`config.mk`:
```
export PLATFORM = sky130hd
export DESIGN_NAME = lbmeq_div
export DESIGN_NICKNAME = d
export VERILOG_FILES = /design/src/rtl/lbmeq_pkg.sv /design/src/rtl/lbmeq_div.sv
export SDC_FILE = /design/constraint.sdc
export NUM_CORES = 2
export LEC_CHECK = 0
export ABC_CLOCK_PERIOD_IN_PS = 7100
export CELL_PAD_IN_SITES_DETAIL_PLACEMENT = 0
export CELL_PAD_IN_SITES_GLOBAL_PLACEMENT = 1
export CORE_MARGIN = 3
export CORE_UTILIZATION = 49
export CTS_CLUSTER_SIZE = 30
export DETAILED_ROUTE_END_ITERATION = 7
export DONT_BUFFER_PORTS = 1
export MAX_ROUTING_LAYER = met4
export PLACE_DENSITY = 0.82
export SYNTH_ARGS = -nofsm -noshare
export SYNTH_HDL_FRONTEND = slang
export SYNTH_SLANG_ARGS = --single-unit
```
`constraint.sdc`:
```
create_clock -name i_clk -period 7.1 [get_ports i_clk]
set_input_delay 2.13 -clock i_clk [delete_from_list [all_inputs] [get_ports i_clk]]
set_output_delay 2.13 -clock i_clk [all_outputs]
set_load 0.05 [all_outputs]
```
`src/rtl/lbmeq_pkg.sv`:
```
package lbmeq_pkg;

    // number format
    localparam int DATA_WIDTH = 32;
    localparam int FRAC_BITS  = 16;

    // divider latency, input register to output register
    localparam int DIV_LAT = DATA_WIDTH + 2;

    typedef logic signed [DATA_WIDTH-1:0]   t_word;
    typedef logic signed [2*DATA_WIDTH-1:0] t_wide;
    typedef logic [DATA_WIDTH-2:0]          t_uword;

    typedef struct packed {
        t_word height;
        t_word vel_x;
        t_word vel_y;
    } t_in_item;

    typedef struct packed {
        t_word eq_value;
        logic  overflow;
    } t_result;

    // saturated value with its overflow flag
    typedef struct packed {
        logic  ovf;
        t_word val;
    } t_sat;

    // register indexes of the configuration channel
    typedef enum logic [2:0] {
        CFG_GRAVITY = 3'd0,
        CFG_SPEED   = 3'd1,
        CFG_CLASS   = 3'd2,
        CFG_DIR_X   = 3'd3,
        CFG_DIR_Y   = 3'd4
    } t_cfg_reg;

    localparam logic [1:0] CLASS_REST = 2'd0;
    localparam logic [1:0] CLASS_ODD  = 2'd1;

    localparam t_uword GRAVITY_RST = t_uword'(642908);
    localparam t_uword SPEED_RST   = t_uword'(65536);

    // scale factors of the equilibrium terms
    localparam t_wide K_REST_GH = 5;
    localparam t_wide K_REST_H  = 2;
    localparam t_wide K1_ODD    = 6;
    localparam t_wide K2_ODD    = 3;
    localparam t_wide K3_ODD    = 2;
    localparam t_wide K1_EVEN   = 24;
    localparam t_wide K2_EVEN   = 12;
    localparam t_wide K3_EVEN   = 8;

    localparam t_wide WMAX = {{(DATA_WIDTH+1){1'b0}}, {(DATA_WIDTH-1){1'b1}}};
    localparam t_wide WMIN = {{(DATA_WIDTH+1){1'b1}}, {(DATA_WIDTH-1){1'b0}}};

    // configuration as seen by the datapath
    typedef struct packed {
        logic   rest;
        t_uword gravity;
        t_uword speed;
        t_word  dir_x;
        t_word  dir_y;
        t_uword div_a;
        t_uword div_b;
        t_uword div_c;
        logic   ovf_rest;
        logic   ovf_dir;
    } t_cfg_view;

    // per-cell values carried alongside the dividers
    typedef struct packed {
        t_word h;
        t_word s;
        t_word cu;
        t_word cu2;
        logic  ovf_c;
        logic  ovf_r;
        logic  ovf_o;
    } t_carry;

    function automatic t_wide wide_of(input t_word x);
        return {{DATA_WIDTH{x[DATA_WIDTH-1]}}, x};
    endfunction

    function automatic t_wide uwide_of(input t_uword x);
        return {{(DATA_WIDTH+1){1'b0}}, x};
    endfunction

    function automatic t_sat sat_wide(input t_wide x);
        t_sat r;
        r.ovf = 1'b0;
        r.val = x[DATA_WIDTH-1:0];
        if (x > WMAX) begin
            r.ovf = 1'b1;
            r.val = WMAX[DATA_WIDTH-1:0];
        end else if (x < WMIN) begin
            r.ovf = 1'b1;
            r.val = WMIN[DATA_WIDTH-1:0];
        end
        return r;
    endfunction

    // fixed-point product scaling, truncated toward zero, then saturated
    function automatic t_sat fmul_post(input t_wide p);
        t_wide q;
        q = p >>> FRAC_BITS;
        if (p[2*DATA_WIDTH-1] && (p[FRAC_BITS-1:0] != '0)) begin
            q = q + t_wide'(1);
        end
        return sat_wide(q);
    endfunction

endpackage

```
`src/rtl/lbmeq_div.sv`:
```
module lbmeq_div (
    input  logic              i_clk,
    input  lbmeq_pkg::t_word  i_num,
    input  lbmeq_pkg::t_uword i_den,
    output lbmeq_pkg::t_sat   o_quot
);

    localparam int W  = lbmeq_pkg::DATA_WIDTH;
    localparam int F  = lbmeq_pkg::FRAC_BITS;
    localparam int SH = W - F;

    typedef struct packed {
        logic neg;
        logic nz;
        logic big;
        logic zero;
    } t_dflag;

    logic [W-1:0]   num_u;
    logic [W-1:0]   mag;
    logic [2*W-1:0] mag_x;
    logic [2*W-1:0] den_x;

    logic [W-1:0]   r_rem [0:W];
    logic [W-1:0]   r_sh  [0:W];
    logic [W-1:0]   r_q   [0:W];
    t_dflag         r_f   [0:W];

    lbmeq_pkg::t_sat r_out;
    lbmeq_pkg::t_sat res;
    logic [W-1:0]    q_fin;

    // magnitude and quotient range check
    always_comb begin
        num_u = i_num;
        mag   = num_u[W-1] ? (~num_u + {{(W-1){1'b0}}, 1'b1}) : num_u;
        mag_x = {{W{1'b0}}, mag};
        den_x = {{(W+1){1'b0}}, i_den} << SH;
    end

    always_ff @(posedge i_clk) begin
        r_rem[0]    <= {{SH{1'b0}}, mag[W-1:SH]};
        r_sh[0]     <= {mag[SH-1:0], {F{1'b0}}};
        r_q[0]      <= '0;
        r_f[0].neg  <= num_u[W-1];
        r_f[0].nz   <= (num_u != '0);
        r_f[0].big  <= (mag_x >= den_x);
        r_f[0].zero <= (i_den == '0);
    end

    // one quotient bit per stage
    for (genvar k = 0; k < W; k++) begin : g_step
        logic [W-1:0] trial;
        logic         fits;

        always_comb begin
            trial = {r_rem[k][W-2:0], r_sh[k][W-1]};
            fits  = (trial >= {1'b0, i_den});
        end

        always_ff @(posedge i_clk) begin
            r_rem[k+1] <= fits ? (trial - {1'b0, i_den}) : trial;
            r_sh[k+1]  <= {r_sh[k][W-2:0], 1'b0};
            r_q[k+1]   <= {r_q[k][W-2:0], fits};
            r_f[k+1]   <= r_f[k];
        end
    end

    // sign, saturation and zero divisor
    always_comb begin
        q_fin   = r_q[W];
        res.ovf = 1'b0;
        res.val = lbmeq_pkg::t_word'(q_fin);
        if (r_f[W].zero) begin
            res.ovf = 1'b1;
            if (!r_f[W].nz) begin
                res.val = '0;
            end else if (r_f[W].neg) begin
                res.val = lbmeq_pkg::WMIN[W-1:0];
            end else begin
                res.val = lbmeq_pkg::WMAX[W-1:0];
            end
        end else if (r_f[W].big) begin
            res.ovf = 1'b1;
            res.val = r_f[W].neg ? lbmeq_pkg::WMIN[W-1:0] : lbmeq_pkg::WMAX[W-1:0];
        end else if (r_f[W].neg) begin
            if (q_fin > {1'b1, {(W-1){1'b0}}}) begin
                res.ovf = 1'b1;
                res.val = lbmeq_pkg::WMIN[W-1:0];
            end else begin
                res.val = lbmeq_pkg::t_word'(~q_fin + {{(W-1){1'b0}}, 1'b1});
            end
        end else if (q_fin > {1'b0, {(W-1){1'b1}}}) begin
            res.ovf = 1'b1;
            res.val = lbmeq_pkg::WMAX[W-1:0];
        end
    end

    always_ff @(posedge i_clk) begin
        r_out <= res;
    end

    assign o_quot = r_out;

endmodule

```
==> metrics.cfg <==
[outcome]
outcome = finished, final reports clean

[sta]
rsz0062_at_grt = false
clock_skew_ns = 0.06612
fmax_ghz = 0.1871
fin_ws_ns = 1.756
relSlewSlack_pct = 29.31
final-hold-violation-count = 0
final.setup.tns_ns = 0
holdWs_ns = 0.2900
worst_pin_slew_ns = 1.049
fin_crit_sh_pct = 75.26
period_minus_slack_ns = 5.344
slew_violations = 0
setup_viol = 0

[drt]
drt_wl_total_um = 272500
drc = 0
wl_per_cell_um = 20.25
first_pass_iters = 6
vias = 77720
drtIter0Drc = 5986
antenna_left = 0
vias_per_cell = 5.775

[logic_synthesis]
synth-edff-count = 0
yosys_warnings = 0
ys_seq_elements = 1806
synth_compound_area_share_pct = 21.41
synth_top_area_share_pct = 37.45
synth_top_area_cell = dfxtp_1
post_synth.cell_area_avg_um2 = 9.079
synth_top_family_by_area = compound AO/OA/AOI/OAI gates
synth-xor-area-share_pct = 7.349
syn_area_um2 = 96530
yosys-top-cells-area = dfxtp_1 37%, ha_1 13%, a21oi_1 4.9%
ys_types = 100
synthAdderAreaFrac_pct = 13.54
synth_mux_area_share_pct = 4.535
netlist_instances = 10630
synth_nets = 11720
synth_ff_type = dfxtp_1
synthArstFlopShare_pct = 0
synthSimpleGateAreaFrac_pct = 13.25
ys_seq_area_share_pct = 37.45

[worst_setup_path]
crit_path_max_fanout = 34
endpoint_kind = flip-flop
cp-start-kind = input pin
criticalPathCategory = in2reg
required_ns = 7.80
cp.arrival_ns = 6.05

[floorplan]
ios = 97
core_um2 = 195400
fp.dieW_um = 449.8
start_util_pct = 49.40
dieArea_um2 = 202400
num_rows = 162
die_h_um = 449.8

[power]
p_per_area_nw_per_um2 = 465.1
clockPowerShare_pct = 21.3
pwr-share-comb_pct = 47.7
pwr-share-seq_pct = 31.1
swShare_pct = 39.61
p_leak_nw = 47.10
p_total_w = 0.04981
internal_power_w = 0.03008
ir_worst_vdd_mv = 0.3041
p_switching_w = 0.01973

[clock_tree]
cts-root-buf = clkbuf_16
clock-sinks = 1806
cts_hold_buf = 0
cts_setup_buffers = 0
cts_buffers = 193
cts.clk_slew.worst_paths_ns = 0.06
cts_tree = done
post_cts_resized = 0
insertion_delay_ns = 0.85
cts_max_path_buffers = 3
h-tree-depth = 4

[place]
dpl.hpwl_um = 206200
port_buffers = 0
preCtsSetupSlack_ns = 0.9384
place.gp.congestion = 0.9475
dp.cells = 13090

[global_routing]
grt_usage_pct = 26.85
grt_overflow_total = 0
grt_max_degree = 62
grt_pass1_vias = 75080
grt_pass1_wl_um = 422700
antenna_found_initial = 8

[hold_path]
hp-class = reg2reg

[finish]
layout.cells.non_filler = 13460
drive_gt1_share_pct = 8.637
multi_input_area_um2 = 58270
fill_cells = 17800
final-seq-area_um2 = 36150
area_growth_pct = 10.93
nets = 11760

[job]
cap_violations = 0

sequential cells by signal, summed over array words and instances, names as in the netlist:
| signal | cells |
|---|---|
| r_rem | 977 |
| r_sh | 136 |
| r_q | 528 |
| o_quot | 33 |
| r_f | 132 |
routing by layer:
layer  share of wire [%]  GRT usage (%)  routed length (µm)  up-vias
li1                    -              -                   -    38700
met1                  45          33.91              122500    36440
met2                  46          43.21              125000     2032
met3                 4.6          3.437               12660      550
met4                 4.5          11.46               12380        0
met5                   0              -                   0        -
per-stage QoR:
| stage | utilization (%) | area [µm²] |
|---|---|---|
| final | 54.80 | 107100 |
| after global routing | 54.80 | 107100 |
| after CTS | 54.79 | 107100 |
| after detailed placement | 51.26 | 100200 |
| after global placement | 51.26 | 100200 |
| after floorplan | - | 96530 |
area by class of cell:
class,instances,share of cell area [%]
tap,2624,3.066
clock buffer,256,5.107
timing repair buffer,141,1.234
clock inverter,100,1.330
multi-input combinational,8219,54.41
antenna,9,0.02103
sequential,1806,33.76
inverter,304,1.066
synthesized netlist by cell type (56+ instances only):
cell type / instances
dfxtp_1: 1806
o31ai_1: 78
ha_1: 995
a211oi_1: 73
nor3_1: 139
a21o_1: 472
nand2_1: 912
xor2_1: 341
nor2b_1: 150
clkbuf_1: 248
o21bai_1: 112
and3_1: 69
mux2_2: 328
nand2b_1: 136
or3_1: 56
a31oi_1: 122
inv_1: 303
o21a_1: 137
o21ai_0: 898
xnor2_1: 469
a21oi_1: 948
nor2_1: 649
nand4_1: 166
nand3_1: 155
final timing paths:
check | startpoint | end | slack [ns] | cells after the start
worst max-delay path | i_den[7] | r_rem[0][899]$_DFF_P_ | 1.76 | 12
worst min-delay path | r_f[10][2]$_DFF_P_ | r_f[11][2]$_DFF_P_ | 0.29 | 0
worst max register to register | r_q[0][1024]$_DFF_P_ | o_quot[28]$_DFF_P_ | 2.86 | 9
worst min register to register | r_f[10][2]$_DFF_P_ | r_f[11][2]$_DFF_P_ | 0.29 | 0
layout by cell type, fill, tap and decap left out, drive strengths merged, types with 56 or more instances in the layout:
cell / netlist / layout
a211oi: 75 / 75
a21o: 472 / 472
a21oi: 949 / 949
a31oi: 123 / 123
and2: 59 / 59
and3: 69 / 69
buf: 55 / 141
clkbuf: 248 / 256
clkinv: 0 / 58
dfxtp: 1806 / 1806
ha: 995 / 995
inv: 304 / 310
mux2: 359 / 359
nand2: 912 / 912
nand2b: 136 / 136
nand3: 155 / 155
nand4: 166 / 166
nor2: 649 / 649
nor2b: 150 / 150
nor3: 140 / 140
o21a: 137 / 137
o21ai: 916 / 916
o21bai: 112 / 112
o31ai: 79 / 79
or3: 56 / 56
xnor2: 469 / 469
xor2: 341 / 341
cells by family (layout without fill, tap and decap cells):
logic type | count (synthesis) | in the layout
flip-flops | 1806 | 1806
AO/OA/AOI/OAI | 3306 | 3306
other | 0 | 9
multiplexers | 391 | 391
adder cells (fa/ha/maj) | 1026 | 1026
XOR/XNOR | 810 | 810
AND/OR/NAND/NOR | 2686 | 2686
buffers and inverters | 607 | 801
worst max-delay path: stages:
cell	delay, ns
inv_2	0.51
ha_1	0.44
a2111oi_0	0.43
nor4_1	0.10
o21a_1	0.17
o41ai_2	0.65
a21o_1	0.22
a41oi_1	0.15
a2111oi_4	0.38
buf_4	0.39
buf_4	0.31
o21ai_0	0.12
power by group through the flow:
stage / clock network, W / registers [W] / logic [W]
after floorplan: 0 / 0.0146 / 0.0187
after global routing: 0.0113 / 0.0157 / 0.0265
final: 0.0106 / 0.0155 / 0.0237
after global placement: 0 / 0.0157 / 0.0231
after detailed placement: 0 / 0.0157 / 0.0233
after CTS: 0.0108 / 0.0155 / 0.0236
No activity file was read; power rests on OpenSTA's default activity.
