`config.mk`:
```
export PLATFORM = sky130hd
export DESIGN_NAME = lbmeq_cfg
export DESIGN_NICKNAME = d
export VERILOG_FILES = /design/src/rtl/lbmeq_pkg.sv /design/src/rtl/lbmeq_cfg.sv
export SDC_FILE = /design/constraint.sdc
export NUM_CORES = 2
export LEC_CHECK = 0
export ABC_AREA = 1
export BUFFER_PORTS_ARGS = -buffer_cell sky130_fd_sc_hd__buf_2
export CORE_AREA = 2 2 280 310
export CTS_CLUSTER_SIZE = 14
export DETAILED_ROUTE_END_ITERATION = 8
export DIE_AREA = 0 0 282 312
export PLACE_DENSITY_LB_ADDON = 0.15
export SKIP_LAST_GASP = 1
export SLEW_MARGIN = 20
export SYNTH_ARGS = -nofsm -noshare
export SYNTH_HDL_FRONTEND = slang
export SYNTH_SLANG_ARGS = --single-unit
```
`constraint.sdc`:
```
create_clock -name i_clk -period 6.9 [get_ports i_clk]
set_clock_uncertainty 0.2 [all_clocks]
set_input_delay 0.69 -clock i_clk [delete_from_list [all_inputs] [get_ports i_clk]]
set_output_delay 0.69 -clock i_clk [all_outputs]
set_load 0.03 [all_outputs]
```
`src/rtl/lbmeq_pkg.sv`:
```
package lbmeq_pkg;

    // number format
    localparam int DATA_WIDTH = 32;
    localparam int FRAC_BITS  = 16;

    // divider latency, input register to output register
    localparam int DIV_LAT = DATA_WIDTH + 2;

    typedef logic signed [DATA_WIDTH-1:0]   t_word;
    typedef logic signed [2*DATA_WIDTH-1:0] t_wide;
    typedef logic [DATA_WIDTH-2:0]          t_uword;

    typedef struct packed {
        t_word height;
        t_word vel_x;
        t_word vel_y;
    } t_in_item;

    typedef struct packed {
        t_word eq_value;
        logic  overflow;
    } t_result;

    // saturated value with its overflow flag
    typedef struct packed {
        logic  ovf;
        t_word val;
    } t_sat;

    // register indexes of the configuration channel
    typedef enum logic [2:0] {
        CFG_GRAVITY = 3'd0,
        CFG_SPEED   = 3'd1,
        CFG_CLASS   = 3'd2,
        CFG_DIR_X   = 3'd3,
        CFG_DIR_Y   = 3'd4
    } t_cfg_reg;

    localparam logic [1:0] CLASS_REST = 2'd0;
    localparam logic [1:0] CLASS_ODD  = 2'd1;

    localparam t_uword GRAVITY_RST = t_uword'(642908);
    localparam t_uword SPEED_RST   = t_uword'(65536);

    // scale factors of the equilibrium terms
    localparam t_wide K_REST_GH = 5;
    localparam t_wide K_REST_H  = 2;
    localparam t_wide K1_ODD    = 6;
    localparam t_wide K2_ODD    = 3;
    localparam t_wide K3_ODD    = 2;
    localparam t_wide K1_EVEN   = 24;
    localparam t_wide K2_EVEN   = 12;
    localparam t_wide K3_EVEN   = 8;

    localparam t_wide WMAX = {{(DATA_WIDTH+1){1'b0}}, {(DATA_WIDTH-1){1'b1}}};
    localparam t_wide WMIN = {{(DATA_WIDTH+1){1'b1}}, {(DATA_WIDTH-1){1'b0}}};

    // configuration as seen by the datapath
    typedef struct packed {
        logic   rest;
        t_uword gravity;
        t_uword speed;
        t_word  dir_x;
        t_word  dir_y;
        t_uword div_a;
        t_uword div_b;
        t_uword div_c;
        logic   ovf_rest;
        logic   ovf_dir;
    } t_cfg_view;

    // per-cell values carried alongside the dividers
    typedef struct packed {
        t_word h;
        t_word s;
        t_word cu;
        t_word cu2;
        logic  ovf_c;
        logic  ovf_r;
        logic  ovf_o;
    } t_carry;

    function automatic t_wide wide_of(input t_word x);
        return {{DATA_WIDTH{x[DATA_WIDTH-1]}}, x};
    endfunction

    function automatic t_wide uwide_of(input t_uword x);
        return {{(DATA_WIDTH+1){1'b0}}, x};
    endfunction

    function automatic t_sat sat_wide(input t_wide x);
        t_sat r;
        r.ovf = 1'b0;
        r.val = x[DATA_WIDTH-1:0];
        if (x > WMAX) begin
            r.ovf = 1'b1;
            r.val = WMAX[DATA_WIDTH-1:0];
        end else if (x < WMIN) begin
            r.ovf = 1'b1;
            r.val = WMIN[DATA_WIDTH-1:0];
        end
        return r;
    endfunction

    // fixed-point product scaling, truncated toward zero, then saturated
    function automatic t_sat fmul_post(input t_wide p);
        t_wide q;
        q = p >>> FRAC_BITS;
        if (p[2*DATA_WIDTH-1] && (p[FRAC_BITS-1:0] != '0)) begin
            q = q + t_wide'(1);
        end
        return sat_wide(q);
    endfunction

endpackage

```
`src/rtl/lbmeq_cfg.sv`:
```
module lbmeq_cfg (
    input  logic                  i_clk,
    input  logic                  i_rst_n,
    input  logic                  i_wr,
    input  logic [2:0]            i_index,
    input  lbmeq_pkg::t_word      i_data,
    output lbmeq_pkg::t_cfg_view  o_view
);

    localparam int W = lbmeq_pkg::DATA_WIDTH;

    logic [W-2:0]      r_gravity;
    logic [W-2:0]      r_speed;
    logic [1:0]        r_class;
    lbmeq_pkg::t_word  r_dir_x;
    lbmeq_pkg::t_word  r_dir_y;

    lbmeq_pkg::t_wide  r_ee_p;
    lbmeq_pkg::t_sat   r_ee;
    lbmeq_pkg::t_sat   r_div_a;
    lbmeq_pkg::t_sat   r_div_b;
    lbmeq_pkg::t_sat   r_div_c;

    lbmeq_pkg::t_wide  k1;
    lbmeq_pkg::t_wide  k2;
    lbmeq_pkg::t_wide  k3;
    lbmeq_pkg::t_wide  e_wide;

    // register writes
    always_ff @(posedge i_clk) begin
        if (!i_rst_n) begin
            r_gravity <= lbmeq_pkg::GRAVITY_RST;
            r_speed   <= lbmeq_pkg::SPEED_RST;
            r_class   <= lbmeq_pkg::CLASS_REST;
            r_dir_x   <= '0;
            r_dir_y   <= '0;
        end else if (i_wr) begin
            unique case (i_index)
                lbmeq_pkg::CFG_GRAVITY: r_gravity <= i_data[W-2:0];
                lbmeq_pkg::CFG_SPEED:   r_speed   <= i_data[W-2:0];
                lbmeq_pkg::CFG_CLASS:   r_class   <= i_data[1:0];
                lbmeq_pkg::CFG_DIR_X:   r_dir_x   <= i_data;
                lbmeq_pkg::CFG_DIR_Y:   r_dir_y   <= i_data;
                default: ;
            endcase
        end
    end

    // scale factors of the selected direction class
    always_comb begin
        if (r_class == lbmeq_pkg::CLASS_REST || r_class == lbmeq_pkg::CLASS_ODD) begin
            k1 = lbmeq_pkg::K1_ODD;
            k2 = lbmeq_pkg::K2_ODD;
            k3 = lbmeq_pkg::K3_ODD;
        end else begin
            k1 = lbmeq_pkg::K1_EVEN;
            k2 = lbmeq_pkg::K2_EVEN;
            k3 = lbmeq_pkg::K3_EVEN;
        end
    end

    assign e_wide = lbmeq_pkg::uwide_of(r_speed);

    // divisors, registered from the configuration registers (div_c through r_ee_p and r_ee)
    always_ff @(posedge i_clk) begin
        r_ee_p  <= e_wide * e_wide;
        r_ee    <= lbmeq_pkg::fmul_post(r_ee_p);
        r_div_a <= lbmeq_pkg::sat_wide(e_wide * k1);
        r_div_b <= lbmeq_pkg::sat_wide(e_wide * k2);
        r_div_c <= lbmeq_pkg::sat_wide(lbmeq_pkg::wide_of(r_ee.val) * k3);
    end

    always_comb begin
        o_view.rest     = (r_class == lbmeq_pkg::CLASS_REST);
        o_view.gravity  = r_gravity;
        o_view.speed    = r_speed;
        o_view.dir_x    = r_dir_x;
        o_view.dir_y    = r_dir_y;
        o_view.div_a    = r_div_a.val[W-2:0];
        o_view.div_b    = r_div_b.val[W-2:0];
        o_view.div_c    = r_div_c.val[W-2:0];
        o_view.ovf_rest = r_div_a.ovf | r_div_b.ovf;
        o_view.ovf_dir  = r_div_a.ovf | r_div_b.ovf | r_ee.ovf | r_div_c.ovf;
    end

endmodule

```
==> impl_results.md <==
* Run status: complete, but fails checks
* Failing checks: negative setup slack
* Row count at 112
* FF-to-FF End: r_ee_p[51]
* WL/cell at between 15 and 20 um
* Post-route ant nets at 0
* CTS tree: built
* R2R Setup Slk at -190 ps
* Final hold slack at 125 ps
* Die width at 282 um
* Cell depth of the worst hold path at 3
* WP data arrival at 7390 ps
* Adder-Cell Fraction of Synth Area at 47.9%
* Syn avg cell area at 7.95 sq um
* Top cells by count, synth: 1688 x inv_1, 1161 x nand2_1, 877 x fa_1
* Filler cell count at 7053
* Post-synth EDFFs at 0
* CP max-delay cell: fa_1
* # setup viols final at 29
* Peak Freq at 141 MHz
* Cell mode on critical path: fa_1
* H-tree depth at 2
* Cell taking the most area after synthesis: fa_1
* Via count at 40990
* Port bufs at between 200 and 300
* CP max stage delay at around 600 ps
* # hold bufs at CTS at 0
* Final Cell Area at 58300 sq um
* XOR/XNOR Fraction of Synth Area at 2.39%
* Antenna violations before repair at 5
* GP Congestion at 1.01
* Clock buffer depth at 3
* Register area share after synthesis at 12.4%
* Top_reg_cell synth: dfxtp_1
* IO Pins at 260
* Cell Area, Synth at 48700 sq um
* Die height at ~310 um
* Top fanout value on the critical path at 5
* Maxcap violations at 0
* Vias in the first global route at between 40000 and 50000
* Global route overflow at 0
* Hpwl dp at around 120 mm
* Post-route DRC at 0
* Part of the power in the clock network at 26.8%
* Part of the power in registers at 28.6%
* Total track usage at 34.4%
* Unique cell type count in the Yosys netlist at 46
* Required time worst endpoint at 7200 ps
* Worst setup margin at -190 ps
* R2R cell count at 25
* Share of the synthesized area in the top cell type at a little over a third
* Total CTS buffers at 36
* Area of the core at 84500 sq um
* Global-route wire length before repair at roughly 230 mm
* Initial Util at 57.7%
* RSZ-0062 raised after global routing: yes
* WS Path Type: reg -> reg
* Worst-Margin Slew at just over 1000 ps
* Critical Path Start Type: flop
* Max-slew violations at 0
* Layout Utilization at 69.0%
* Asr flop ratio synth at 0%
* Syn. warnings at 0
* Reg-to-reg startpoint: r_speed[7]
* Slew HR at 30.3%
* Tmin final at 7090 ps
* Yosys reg bits at between 300 and 400
* Pwr dens at about 130 nW/um^2
* DR vias/cell at 5.17
* Routed WL at roughly 150 mm
* Worst min-delay path class: in -> reg
* Post-Synthesis Cells at 6132
* Peak supply drop at ~0.2 mV
* Synth top area cells: fa_1 36%, inv_1 13%, dfxtp_1 12%
* Final Cycle Share at 103%
* Comb pwr share at about 45%
* Post-DP Area at 54000 sq um
* Hold Crit Endpoint: r_dir_y[31]
* Later-pin clock latency in the skew report at 620 ps
* Clk sinks at 302
* Drt pass-1 iters at 6
* Hold Vio Cnt, Final at 0
* Die area at 88000 sq um
* Pleak at approximately 34 nW
* Area growth syn-to-layout at 19.7%
* Worst setup EP type: flop
* Worst Hold Launch: i_data[31]
* Nets at ~8100
* Compound-Gate Fraction of Synth Area at about 6.7%
* Root Driver: clkbuf_16
* Most frequent cell after synthesis: inv_1
* Sw Ratio at 42.0%
* Iter 0 DRT Violations at 2438
* Largest family of logic cells by synthesized area: adder cells
* P_sw at around 0.0032 W
* Layout cell share with drive strength beyond 1 at 20.4%
* Clock transition at path regs at 70 ps
* Multiplexer share of the synthesized area at 0%
* Simple-Gate Fraction of Synth Area at 15.1%
* Pint at 0.00439 W
* Largest net degree at the start of global routing at 69
worst max-delay path by stage:
stage,from,end,slack (ps),depth (start not counted)
after floorplan,r_speed[7],r_ee_p[35],-20,27
after global placement,r_speed[5],r_ee_p[59],-390,28
after detailed placement,r_speed[5],r_ee_p[58],-500,25
after CTS,r_speed[4],r_ee_p[58],-100,27
after global routing,r_speed[9],r_ee_p[35],-330,26
final,r_speed[7],r_ee_p[51],-190,25
cell families after synthesis:
| group | after synthesis |
|---|---|
| compound gates | 593 |
| flops | 302 |
| simple gates | 1827 |
| other cells | 2 |
| fa+ha+maj | 1340 |
| buf+inv | 1935 |
| xor+xnor | 133 |
through the flow:
| stage | setup TNS (ps) | std cells | total power [W] | worst slack, ps |
|---|---|---|---|---|
| after CTS | -995 | 7881 | 0.00739 | -96.3 |
| after global placement | -11110 | 7761 | 0.00522 | -394 |
| after detailed placement | -12570 | 7761 | 0.00524 | -497 |
| after global routing | -8300 | 7923 | 0.00803 | -331 |
| final | -2900 | 7924 | 0.00756 | -190 |
| after floorplan | -15.1 | 6164 | 0.00448 | -15.1 |
power groups by stage:
stage	Clock [W]	Sequential, W	Combinational (W)
2_1_floorplan	0	0.00227	0.00220
3_3_place_gp	0	0.00221	0.00301
3_5_place_dp	0	0.00221	0.00303
4_1_cts	0.00206	0.00216	0.00316
5_1_grt	0.00214	0.00219	0.00371
6_report	0.00203	0.00216	0.00337
state kept, by name, indices dropped and copies added (netlist names):
signal     cells
r_dir_x       32
r_div_b        1
r_ee          33
r_speed       31
r_dir_y       32
r_ee_p        46
r_div_c        1
o_view        93
r_gravity     31
r_class        2
layer usage:
layer	up-vias	track usage [%]	wire, um
met1	19955	43.4	58800
li1	19172	-	-
met5	-	0	34
met4	6	17.1	9200
met3	415	5.48	10100
met2	1442	57.5	72000
cell usage in the layout, fill, tap and decap left out, drive strengths merged:
master	netlist	routed
xnor2	55	55
or2	36	36
and3	4	4
a211oi	2	2
o21a	9	9
clkbuf	156	51
clkinvlp	0	4
a21o	26	26
nand2	1168	1168
a21boi	5	5
xor2	78	78
o21bai	28	28
nand4	12	12
nand3b	6	6
conb	2	34
a31o	3	3
nand3	155	155
a31oi	21	21
nor3b	1	1
clkinv	0	10
and2	4	4
inv	1691	1690
dfxtp	302	302
bufinv	0	2
buf	88	797
ha	463	463
nor3	32	32
a21oi	251	251
or3	1	1
nor4	16	16
o21ai	243	243
nor2	392	392
diode	0	1
o211ai	5	5
fa	877	877
what timing repair did:
action / in CTS / in global routing
setup endpoints to repair: 46 / 46
gates resized for setup: 276 / 345
pin swaps: 127 / 215
buffers inserted: 54 / 42
cloned: 2 / 2
layout make-up:
type / instances / area [sq um] / area share [%]
Clock inverter: 15 / 221 / 0.380
Antenna cell: 1 / 2.50 / 0.00429
Timing Repair Buffer: 799 / 6050 / 10.4
Tap cell: 1140 / 1430 / 2.45
Inverter: 1691 / 6360 / 10.9
Multi-Input combinational cell: 3927 / 37100 / 63.6
Clock buffer: 49 / 1030 / 1.77
Sequential cell: 302 / 6140 / 10.5
worst max-delay path: cells and delay by family, from the launching register on:
family                   cells  cell delay [ps]
XOR/XNOR                     1              140
AND/OR/NAND/NOR              3              330
flip-flops                   1              410
adder cells (fa/ha/maj)      9             4600
buffers and inverters        8              720
AO/OA/AOI/OAI                4              570
Note: power is estimated with default switching activity, not from simulation.
